### config.mk
export PLATFORM = sky130hd
export DESIGN_NAME = weighted_lottery_with_use_limits_core
export DESIGN_NICKNAME = d
export VERILOG_FILES = /design/src/sv/wlul_pkg.sv /design/src/sv/weighted_lottery_with_use_limits_core.sv /design/src/sv/wlul_cell.sv
export VERILOG_INCLUDE_DIRS = /design/src /design/src/sv
export SDC_FILE = /design/constraint.sdc
export NUM_CORES = 2
export LEC_CHECK = 0
export ABC_CLOCK_PERIOD_IN_PS = 67000
export BUFFER_PORTS_ARGS = -buffer_cell sky130_fd_sc_hd__buf_2
export CAP_MARGIN = 15
export CORE_AREA = 2 2 431 433
export DETAILED_ROUTE_END_ITERATION = 8
export DIE_AREA = 0 0 433 435
export GPL_TIMING_DRIVEN = 1
export PLACE_DENSITY = 0.54
export SKIP_CTS_REPAIR_TIMING = 1
export SYNTH_ARGS = -nofsm -noshare
export SYNTH_HDL_FRONTEND = slang
export SYNTH_SLANG_ARGS = --single-unit
### constraint.sdc
create_clock -name clk -period 67 [get_ports clk]
set_clock_uncertainty 0.05 [all_clocks]
set_input_delay 6.7 -clock clk [delete_from_list [all_inputs] [get_ports clk]]
set_output_delay 6.7 -clock clk [all_outputs]
set_load 0.03 [all_outputs]
### src/sv/weighted_lottery_with_use_limits_core_defines.svh
// Assertion macros for the weighted lottery core.
`ifndef WEIGHTED_LOTTERY_WITH_USE_LIMITS_CORE_DEFINES_SVH
`define WEIGHTED_LOTTERY_WITH_USE_LIMITS_CORE_DEFINES_SVH

// same-cycle implication
`define WLUL_ASSERT_NOW(label, clk, rst, ante, cons) \
  label: assert property (@(posedge clk) disable iff (rst) (ante) |-> (cons)) \
    else $error("wlul: same-cycle check failed");

// next-cycle implication
`define WLUL_ASSERT_NEXT(label, clk, rst, ante, cons) \
  label: assert property (@(posedge clk) disable iff (rst) (ante) |=> (cons)) \
    else $error("wlul: next-cycle check failed");

`endif

### src/sv/wlul_pkg.sv
// Package: sizes, codes and word types of the weighted lottery core.
package wlul_pkg;

  localparam int ENTRIES     = 16;
  localparam int WEIGHT_BITS = 12;
  localparam int VALUE_BITS  = 10;
  localparam int DRAW_BITS   = 16;
  localparam int LIMIT_BITS  = 8;
  localparam int TOTAL_BITS  = 16;
  localparam int IDX_W       = $clog2(ENTRIES);
  localparam int CNT_W       = $clog2(ENTRIES + 1);

  typedef enum logic [1:0] {
    ACT_CLEAR   = 2'd0,
    ACT_APPEND  = 2'd1,
    ACT_RESTART = 2'd2,
    ACT_PICK    = 2'd3
  } action_t;

  typedef enum logic [1:0] {
    STAT_PICKED    = 2'd0,
    STAT_DEFAULT   = 2'd1,
    STAT_EXHAUSTED = 2'd2
  } status_t;

  typedef enum logic [1:0] {
    ST_IDLE,
    ST_WALK,
    ST_SUM,
    ST_RESULT
  } state_t;

  typedef struct packed {
    action_t                action;
    logic [VALUE_BITS-1:0]  entry_value;
    logic [WEIGHT_BITS-1:0] entry_weight;
    logic [LIMIT_BITS-1:0]  entry_limit;
    logic [DRAW_BITS-1:0]   draw;
  } in_word_t;

  typedef struct packed {
    logic [VALUE_BITS-1:0] chosen_value;
    status_t               status;
    logic [TOTAL_BITS-1:0] remaining_weight;
  } out_word_t;

  typedef struct packed {
    logic [VALUE_BITS-1:0]  value;
    logic [WEIGHT_BITS-1:0] weight;
    logic [LIMIT_BITS-1:0]  limit;
  } base_t;

  typedef struct packed {
    logic                   valid;
    logic [VALUE_BITS-1:0]  value;
    logic [WEIGHT_BITS-1:0] weight;
    logic [LIMIT_BITS-1:0]  uses;
  } live_t;

  typedef struct packed {
    logic             append;
    logic             copy;
    logic             rot_base;
    logic             rot_live;
    logic [CNT_W-1:0] load_count;
    base_t            wdata;
  } cell_ctl_t;

endpackage

### src/sv/weighted_lottery_with_use_limits_core.sv
// Top level: weighted lottery with use limits over a ring of entry cells.
//
//  channel | signals                        | word       | moves
//  in      | in_valid, in_ready, in_data    | in_word_t  | action and entry or draw
//  out     | out_valid, out_ready, out_data | out_word_t | one word per pick
//
// Clear and append return straight to idle. A restart turns the loaded ring once
// to sum the weights. A pick turns the working ring once past the head comparator
// and then enters its result state; with nothing loaded or a zero total it goes
// straight to the result state. Reset empties both tables; no clearing pass.
// A stalled output holds the core in its result state; ready only in idle.
`include "weighted_lottery_with_use_limits_core_defines.svh"

module weighted_lottery_with_use_limits_core import wlul_pkg::*; (
  input  logic      clk,
  input  logic      rst,
  input  logic      in_valid,
  output logic      in_ready,
  input  in_word_t  in_data,
  output logic      out_valid,
  input  logic      out_ready,
  output out_word_t out_data
);

  state_t                state, state_next;
  logic [CNT_W-1:0]      loaded_count;
  logic [TOTAL_BITS-1:0] total;
  logic [TOTAL_BITS-1:0] rem;
  logic [IDX_W-1:0]      step;
  logic                  found;
  logic [VALUE_BITS-1:0] res_value;
  status_t               res_status;

  cell_ctl_t ctl;
  base_t     base_q   [ENTRIES];
  live_t     live_q   [ENTRIES];
  base_t     base_nb  [ENTRIES];
  live_t     live_nb  [ENTRIES];
  live_t     head_next;

  logic                          accept;
  logic                          out_free;
  logic                          last_step;
  logic                          hit;
  logic [LIMIT_BITS-1:0]         uses_dec;
  logic [TOTAL_BITS-1:0]         head_w;
  logic [TOTAL_BITS:0]           sum_wide;
  logic [DRAW_BITS+TOTAL_BITS-1:0] product;

  assign accept    = in_valid && in_ready;
  assign out_free  = !out_valid || out_ready;
  assign last_step = (step == IDX_W'(ENTRIES - 1));
  assign head_w    = TOTAL_BITS'(live_q[0].weight);
  assign product   = (DRAW_BITS + TOTAL_BITS)'(in_data.draw)
                     * (DRAW_BITS + TOTAL_BITS)'(total);
  assign sum_wide  = (TOTAL_BITS + 1)'(total) + (TOTAL_BITS + 1)'(base_q[0].weight);

  // head comparator: the entry whose weight covers what is left of the draw
  assign hit      = !found && live_q[0].valid && (rem < head_w);
  assign uses_dec = live_q[0].uses - LIMIT_BITS'(1);

  always_comb begin
    head_next = live_q[0];
    if (hit && (live_q[0].uses != '0)) begin
      head_next.uses = uses_dec;
      if (uses_dec == '0) begin
        head_next.valid = 1'b0;
      end
    end
  end

  // ring: cell i takes from cell i+1; the last cell takes base cell 0 and the updated live head
  for (genvar i = 0; i < ENTRIES; i++) begin : g_ring
    assign base_nb[i] = base_q[(i + 1) % ENTRIES];
    if (i == ENTRIES - 1) begin : g_tail
      assign live_nb[i] = head_next;
    end else begin : g_mid
      assign live_nb[i] = live_q[i + 1];
    end
    wlul_cell u_cell (
      .clk     (clk),
      .rst     (rst),
      .slot    (IDX_W'(i)),
      .ctl     (ctl),
      .base_in (base_nb[i]),
      .live_in (live_nb[i]),
      .base_q  (base_q[i]),
      .live_q  (live_q[i])
    );
  end

  always_ff @(posedge clk) begin
    if (rst) begin
      state <= ST_IDLE;
    end else begin
      state <= state_next;
    end
  end

  always_comb begin
    state_next = state;
    case (state)
      ST_IDLE: begin
        if (accept) begin
          case (in_data.action)
            ACT_RESTART: state_next = ST_SUM;
            ACT_PICK: begin
              if ((loaded_count == '0) || (total == '0)) begin
                state_next = ST_RESULT;
              end else begin
                state_next = ST_WALK;
              end
            end
            default: state_next = ST_IDLE;
          endcase
        end
      end
      ST_WALK:   if (last_step) state_next = ST_RESULT;
      ST_SUM:    if (last_step) state_next = ST_IDLE;
      ST_RESULT: if (out_free) state_next = ST_IDLE;
      default:   state_next = ST_IDLE;
    endcase
  end

  always_comb begin
    in_ready       = (state == ST_IDLE);
    ctl.append     = accept && (in_data.action == ACT_APPEND)
                     && (loaded_count < CNT_W'(ENTRIES));
    ctl.copy       = accept && (in_data.action == ACT_RESTART);
    ctl.rot_base   = (state == ST_SUM);
    ctl.rot_live   = (state == ST_WALK);
    ctl.load_count = loaded_count;
    ctl.wdata.value  = in_data.entry_value;
    ctl.wdata.weight = in_data.entry_weight;
    ctl.wdata.limit  = in_data.entry_limit;
  end

  // control counters and totals
  always_ff @(posedge clk) begin
    if (rst) begin
      loaded_count <= '0;
      total        <= '0;
      found        <= 1'b0;
      step         <= '0;
    end else begin
      if (accept) begin
        step  <= '0;
        found <= 1'b0;
        case (in_data.action)
          ACT_CLEAR:   loaded_count <= '0;
          ACT_APPEND:  if (ctl.append) loaded_count <= loaded_count + CNT_W'(1);
          ACT_RESTART: total <= '0;
          default:     ;
        endcase
      end else if (state == ST_SUM) begin
        step <= step + IDX_W'(1);
        if (CNT_W'(step) < loaded_count) begin
          total <= sum_wide[TOTAL_BITS] ? '1 : sum_wide[TOTAL_BITS-1:0];
        end
      end else if (state == ST_WALK) begin
        step <= step + IDX_W'(1);
        if (hit) begin
          found <= 1'b1;
          if ((live_q[0].uses != '0) && (uses_dec == '0)) begin
            total <= (total > head_w) ? total - head_w : '0;
          end
        end
      end
    end
  end

  // walk datapath
  always_ff @(posedge clk) begin
    if (accept) begin
      rem        <= product[DRAW_BITS +: TOTAL_BITS];
      res_value  <= '0;
      res_status <= (loaded_count == '0) ? STAT_DEFAULT : STAT_EXHAUSTED;
    end else if (state == ST_WALK) begin
      if (hit) begin
        res_value  <= live_q[0].value;
        res_status <= STAT_PICKED;
      end else if (!found && live_q[0].valid) begin
        rem <= rem - head_w;
      end
    end
  end

  // output register
  always_ff @(posedge clk) begin
    if (rst) begin
      out_valid <= 1'b0;
    end else if ((state == ST_RESULT) && out_free) begin
      out_valid <= 1'b1;
    end else if (out_ready) begin
      out_valid <= 1'b0;
    end
  end

  always_ff @(posedge clk) begin
    if ((state == ST_RESULT) && out_free) begin
      out_data.chosen_value     <= res_value;
      out_data.status           <= res_status;
      out_data.remaining_weight <= total;
    end
  end

  `WLUL_ASSERT_NEXT(a_result_sent, clk, rst, (state == ST_RESULT) && out_free, out_valid)
  `WLUL_ASSERT_NEXT(a_walk_total_falls, clk, rst, state == ST_WALK, total <= $past(total))
  `WLUL_ASSERT_NOW(a_value_zero_unless_picked, clk, rst,
    out_valid && (out_data.status != STAT_PICKED), out_data.chosen_value == '0)
  `WLUL_ASSERT_NOW(a_loaded_bound, clk, rst, 1'b1, loaded_count <= CNT_W'(ENTRIES))

endmodule

### src/sv/wlul_cell.sv
// One ring cell: a loaded entry and its working copy, passed on to the neighbor.
module wlul_cell import wlul_pkg::*; (
  input  logic             clk,
  input  logic             rst,
  input  logic [IDX_W-1:0] slot,
  input  cell_ctl_t        ctl,
  input  base_t            base_in,
  input  live_t            live_in,
  output base_t            base_q,
  output live_t            live_q
);

  logic [CNT_W-1:0] slot_ext;
  logic             wr_hit;

  assign slot_ext = CNT_W'(slot);
  assign wr_hit   = ctl.append && (slot_ext == ctl.load_count);

  always_ff @(posedge clk) begin
    if (wr_hit) begin
      base_q <= ctl.wdata;
    end else if (ctl.rot_base) begin
      base_q <= base_in;
    end
  end

  // only the valid bit needs a reset; the payload is don't-care while invalid
  always_ff @(posedge clk) begin
    if (rst) begin
      live_q.valid <= 1'b0;
    end else if (ctl.copy) begin
      live_q.valid  <= (slot_ext < ctl.load_count);
      live_q.value  <= base_q.value;
      live_q.weight <= base_q.weight;
      live_q.uses   <= base_q.limit;
    end else if (ctl.rot_live) begin
      live_q <= live_in;
    end
  end

endmodule

After elaboration in Yosys (flattened, before gate mapping) --
Index checks and enable logic that the tools add are counted. W data, S select, Z words.
Word-level totals: flip-flop bits (word level) 1061, input port bits 52, output and inout bits 30, word-level logic and storage cells 350
Cells by class: $add $sub $neg 6, multiply operators 1, $lt $le $gt $ge 20, equal/unequal tests 30, multiplexer cells 97, bitwise logic cells 2, reductions and logical operators 70
Operators by type and width (count):
- $mux W31 | 32
- $mux W30 | 32
- $mux W16 | 13
- $reduce_bool A2 Y1 | 23
- $eq A4 B5 Y1 const A | 8
- $lt A4 B5 Y1 const A | 8
- $mul A16 B16 Y32 | 1
- $sub A16 B12 Y16 | 2
- $logic_and A1 B1 Y1 | 25
- $eq A3 B5 Y1 const A | 4
- $lt A3 B5 Y1 const A | 4
- $mux W2 | 9
- $add A16 B12 Y17 | 1
- $gt A16 B12 Y1 | 1
- $logic_not A16 Y1 | 1
- $lt A16 B12 Y1 | 1
- $eq A2 B5 Y1 const A | 2
- $lt A1 B5 Y1 const A | 2
- $lt A2 B5 Y1 const A | 2
- $ne A2 B1 Y1 const B | 5
- $pmux W5 S2 | 1
- $reduce_and A3 Y1 | 3
- $reduce_bool A3 Y1 | 3
- $eq A2 B2 Y1 const B | 4
- 27 further kinds | 39

Longest topological paths before layout --
depth after elaboration 8, depth in mapped cells 25, mapped depth without buffers 22

Modules after synthesis --
From an unflattened synthesis, not the netlist that was laid out.
Unflattened totals: cell total of the unflattened synthesis 3997, area total of the unflattened synthesis 59569.6 µm²
By module, submodules not included:
- wlul_cell | instances 16, cells an instance 154, area each 2862.7 µm², seq. area each 1821.7 µm²
- weighted_lottery_with_use_limits_core | instances 1, cells an instance 1533, area each 13765.7 µm², seq. area each 2162.1 µm²

Worst setup path before layout --
Ideal clock, no wire load.
path kind input to register, start point input in_data[46] (netlist name), end point register g_ring[0].u_cell.live_q[0] (netlist name), arrival 27413 ps, required time 65616 ps, slack 38203 ps, cell stages on the path 5, path buffers 2, path through clkbuf_1 nor3b_1 clkbuf_1 nor2_1 nor2_1
Between the ends: longest elaborated chain between the ends 4
RTL lines:
- from (decl) | RTL line weighted_lottery_with_use_limits_core.sv:19 | input in_word_t in_data,
- $eq A2 B2 Y1 | RTL line weighted_lottery_with_use_limits_core.sv:129 | ctl.copy = accept && (in_data.action == ACT_RESTART);
- $logic_and A1 B1 Y1 | RTL line weighted_lottery_with_use_limits_core.sv:129
- $reduce_bool A2 Y1 (no line)
- $reduce_and A2 Y1 (no line)
Every way passes these cells. A chain may end at the register's enable or synchronous reset.

Worst setup path after layout --
start point input in_data[7] (netlist name), end point register rem[15] (data pin)
Between the ends: longest elaborated chain between the ends 2
RTL lines:
- $mul A16 B16 Y32 | RTL line weighted_lottery_with_use_limits_core.sv:55 | * (DRAW_BITS + TOTAL_BITS)'(total);
- $mux W16 | RTL line weighted_lottery_with_use_limits_core.sv:174 | if (accept) begin
- to (signal assigned) | RTL line weighted_lottery_with_use_limits_core.sv:175 | rem <= product[DRAW_BITS +: TOTAL_BITS];
- to (signal assigned) | RTL line weighted_lottery_with_use_limits_core.sv:183 | rem <= rem - head_w;
- to (decl) | RTL line weighted_lottery_with_use_limits_core.sv:28 | logic [TOTAL_BITS-1:0] rem;
Every way passes these cells.

==> flow_metrics.env <==
export IMPL_cts_tree="yes"
export IMPL_top_layer="met5"
export IMPL_async_flop_share_pct=0
export IMPL_end_kind="flip-flop"
export IMPL_synth_nets=5072
export IMPL_grt_max_degree=188
export IMPL_ys_top_cells_by_area="edfxtp_1 55%, nand2_1 11%, mux2_2 9.9%, fa_1 7.2%, ha_1 3.5%"
export IMPL_die_area_um2=188000
export IMPL_synthMuxAreaShare_pct=10.4
export IMPL_clk_latency_ns=0.71
export IMPL_drv_slew=0
export IMPL_yosys_warnings=0
export IMPL_area_growth_pct=12.4
export IMPL_max_cap_viol_count=0
export IMPL_met3_length_mm=6.49
export IMPL_fin_nets=5071
export IMPL_core_area_um2=184000
export IMPL_synth_top_family_by_area="simple AND/OR/NAND/NOR gates"
export IMPL_synth_compound_area_share_pct=3.12
export IMPL_drc_errors=0
export IMPL_synth_xor_area_share_pct=0.815
export IMPL_utilization_pct=33.5
export IMPL_reg2reg_from="total[6]"
export IMPL_syn_area_um2=54800
export IMPL_via_count=34100
export IMPL_combPwrFrac_pct=25.0
export IMPL_worst_slew_pin_slew_ns=1.14
export IMPL_rsz0062_at_grt="no"
export IMPL_fin_tns_setup_ns=0
export IMPL_reg2reg_depth=21
export IMPL_crit_fanout=16
export IMPL_crit_type="in2reg"
export IMPL_clock_path_buffers=3
export IMPL_yosys_top_cells_count="1,577 x nand2_1, 1,006 x edfxtp_1, 480 x mux2_2"
export IMPL_grt_overflow_total=0
export IMPL_yosys_most_used_dff="edfxtp_1"
export IMPL_synthAdderAreaFrac_pct=10.6
export IMPL_dp_hpwl_mm=84.8
export IMPL_hold_viol_final=0
export IMPL_wl_met2_mm=70.0
export IMPL_p_int_uw=1500
export IMPL_ios=82
export IMPL_wl_mm=144
export IMPL_cp_required_ns=67.39
export IMPL_period_minus_slack_ns=12.23
export IMPL_dieHeight_um=435
export IMPL_cts_buffers=109
export IMPL_antenna_found_initial=12
export IMPL_drt_pass1_iterations=6
export IMPL_yosysSeqAreaShare_pct=57.1
export IMPL_power_total_uw=2190
export IMPL_synth_distinct_cells=68
export IMPL_p_leak_uw=0.0241
export IMPL_rrSetupSlack_ns=60.00
export IMPL_power_frac_seq_pct=46.3
export IMPL_syn_inst=4672
export IMPL_synth_avg_cell_area_um2=11.7
export IMPL_max_freq_mhz=81.7
export IMPL_r2r_end="rem[15]"
export IMPL_via_per_inst=4.71
export IMPL_clk_pin_slew_worst_paths_ns=0.06
export IMPL_pwr_share_clk_pct=28.7
export IMPL_status="complete, no violations"
export IMPL_peakVddDrop_v=0.0000270
export IMPL_synthSimpleGateAreaFrac_pct=14.3
export IMPL_start_util_pct=29.8
export IMPL_cp_endpoint="rem[15]"
export IMPL_hold_class="reg2reg"
export IMPL_synth_edf_count=1006
export IMPL_htreeDepth=3
export IMPL_cts_sinks=1061
export IMPL_finalCritPeriodShare_pct=18.3
export IMPL_placed_area_um2=57900
export IMPL_wl_met1_mm=65.0
export IMPL_wl_per_cell_um=19.9
export IMPL_fp_dieW_um=433
export IMPL_switching_share_pct=31.6
export IMPL_gp_congestion=0.820
export IMPL_setup_viol=0
export IMPL_power_density_nw_per_um2=35.6
export IMPL_port_buffers=81
export IMPL_ys_seq_elements=1061
export IMPL_drive_above_1_share_pct=17.8
export IMPL_synth_area_leader_cell="edfxtp_1"
export IMPL_final_antenna_net_count=0
export IMPL_grt_pass1_wl_mm=219
export IMPL_arrival_ns=12.62
export IMPL_grt_use_total_pct=15.2
export IMPL_max_slew_margin_pct=23.8
export IMPL_cp_start_kind="primary input"
export IMPL_final_area_um2=61600
export IMPL_cp_startpoint="in_data[7]"
export IMPL_synth_top_area_share_pct=55.1
export IMPL_yosysMostFrequentCell="nand2_1"
export IMPL_grt_pass1_vias=34600
export IMPL_drt_iter0_drc=2922
export IMPL_cts_root_buffer_cell="clkbuf_16"
export IMPL_p_switching_uw=693
export IMPL_rows=158
flip-flops by register name, indices dropped and copies added, names as in the netlist, 2 cells and up:
name and flops:
g_ring.u_cell.base_q 480, g_ring.u_cell.live_q 496, loaded_count 5, out_data 28
rem 16, res_status 2, res_value 10, state 2
step 4, total 16
critical path, stage by stage:
cell      delay [ns]
buf_2           0.30
nand2_1         0.14
fa_1            0.56
inv_1           0.05
fa_1            0.50
inv_1           0.06
fa_1            0.52
inv_1           0.05
fa_1            0.45
fa_1            0.49
inv_1           0.05
fa_1            0.47
inv_1           0.04
ha_1            0.19
or4_1           0.53
o22ai_1         0.25
o211ai_1        0.22
a21bo_2         0.27
a21oi_1         0.21
nand2b_1        0.12
o311ai_0        0.34
mux2i_1         0.12
layer usage:
layer | track usage (%) | vias up
li1 | - | 15800
met1 | 20.9 | 17400
met2 | 25.2 | 729
met3 | 1.92 | 173
met4 | 3.68 | 8
met5 | 0 | -
power by group through the flow:
stage / Clock, uW / Sequential (uW) / Combinational (uW)
after detailed placement: 0 / 1030 / 553
after CTS: 644 / 1020 / 558
after global routing: 668 / 1030 / 610
after floorplan: 0 / 1060 / 363
final: 631 / 1020 / 548
after global placement: 0 / 1030 / 549
cell type report:
| type | count | area, um2 |
|---|---|---|
| fill | 18300 | 122000 |
| tap | 2480 | 3100 |
| inverter | 259 | 972 |
| sequential | 1061 | 31300 |
| clock inverter | 58 | 657 |
| antenna | 2 | 5.00 |
| clock buffer | 148 | 3020 |
| multi-input combinational | 3086 | 21600 |
| timing repair buffer | 154 | 966 |
logic make-up after synthesis:
| family | count (synthesis) |
|---|---|
| AND/OR/NAND/NOR | 1917 |
| flip-flops | 1061 |
| buffers and inverters | 525 |
| multiplexers | 508 |
| adder cells (fa/ha/maj) | 348 |
| AO/OA/AOI/OAI | 262 |
| XOR/XNOR | 51 |
layout by cell type, fill, tap and decap left out, types with 18 or more instances in the layout:
cell type	instances
mux2_2	480
ha_1	151
xnor2_1	27
o21ai_0	59
and2_1	119
clkbuf_1	28
a21o_1	25
xor2_1	24
nand3_1	18
inv_1	259
or2_2	23
nand2_1	1577
clkinv_2	21
mux2i_1	28
clkinv_1	18
dfxtp_1	55
edfxtp_1	1006
buf_4	72
buf_2	81
fa_1	196
a21oi_1	66
clkbuf_16	112
nor2_1	74
how the worst min path moves through the flow:
stage | endpoint | cells past startpoint | slack, ns | startpoint
floorplan | out_data[16] | 0 | 0.35 | res_status[0]
detailed placement | out_data[26] | 0 | 0.37 | res_value[8]
global placement | out_data[26] | 0 | 0.37 | res_value[8]
finish | out_data[24] | 0 | 0.38 | res_value[6]
CTS | out_data[21] | 0 | 0.38 | res_value[3]
global route | out_data[21] | 0 | 0.39 | res_value[3]
per-stage QoR:
stage	std cells	hold slack [ns]	setup slack (ns)
floorplan	4672	0.350	38.20
global placement	7039	0.368	54.02
detailed placement	7039	0.371	53.99
CTS	7245	0.379	54.74
global route	7247	0.391	54.44
finish	7248	0.384	54.77
(Power assumes the default switching activity.)
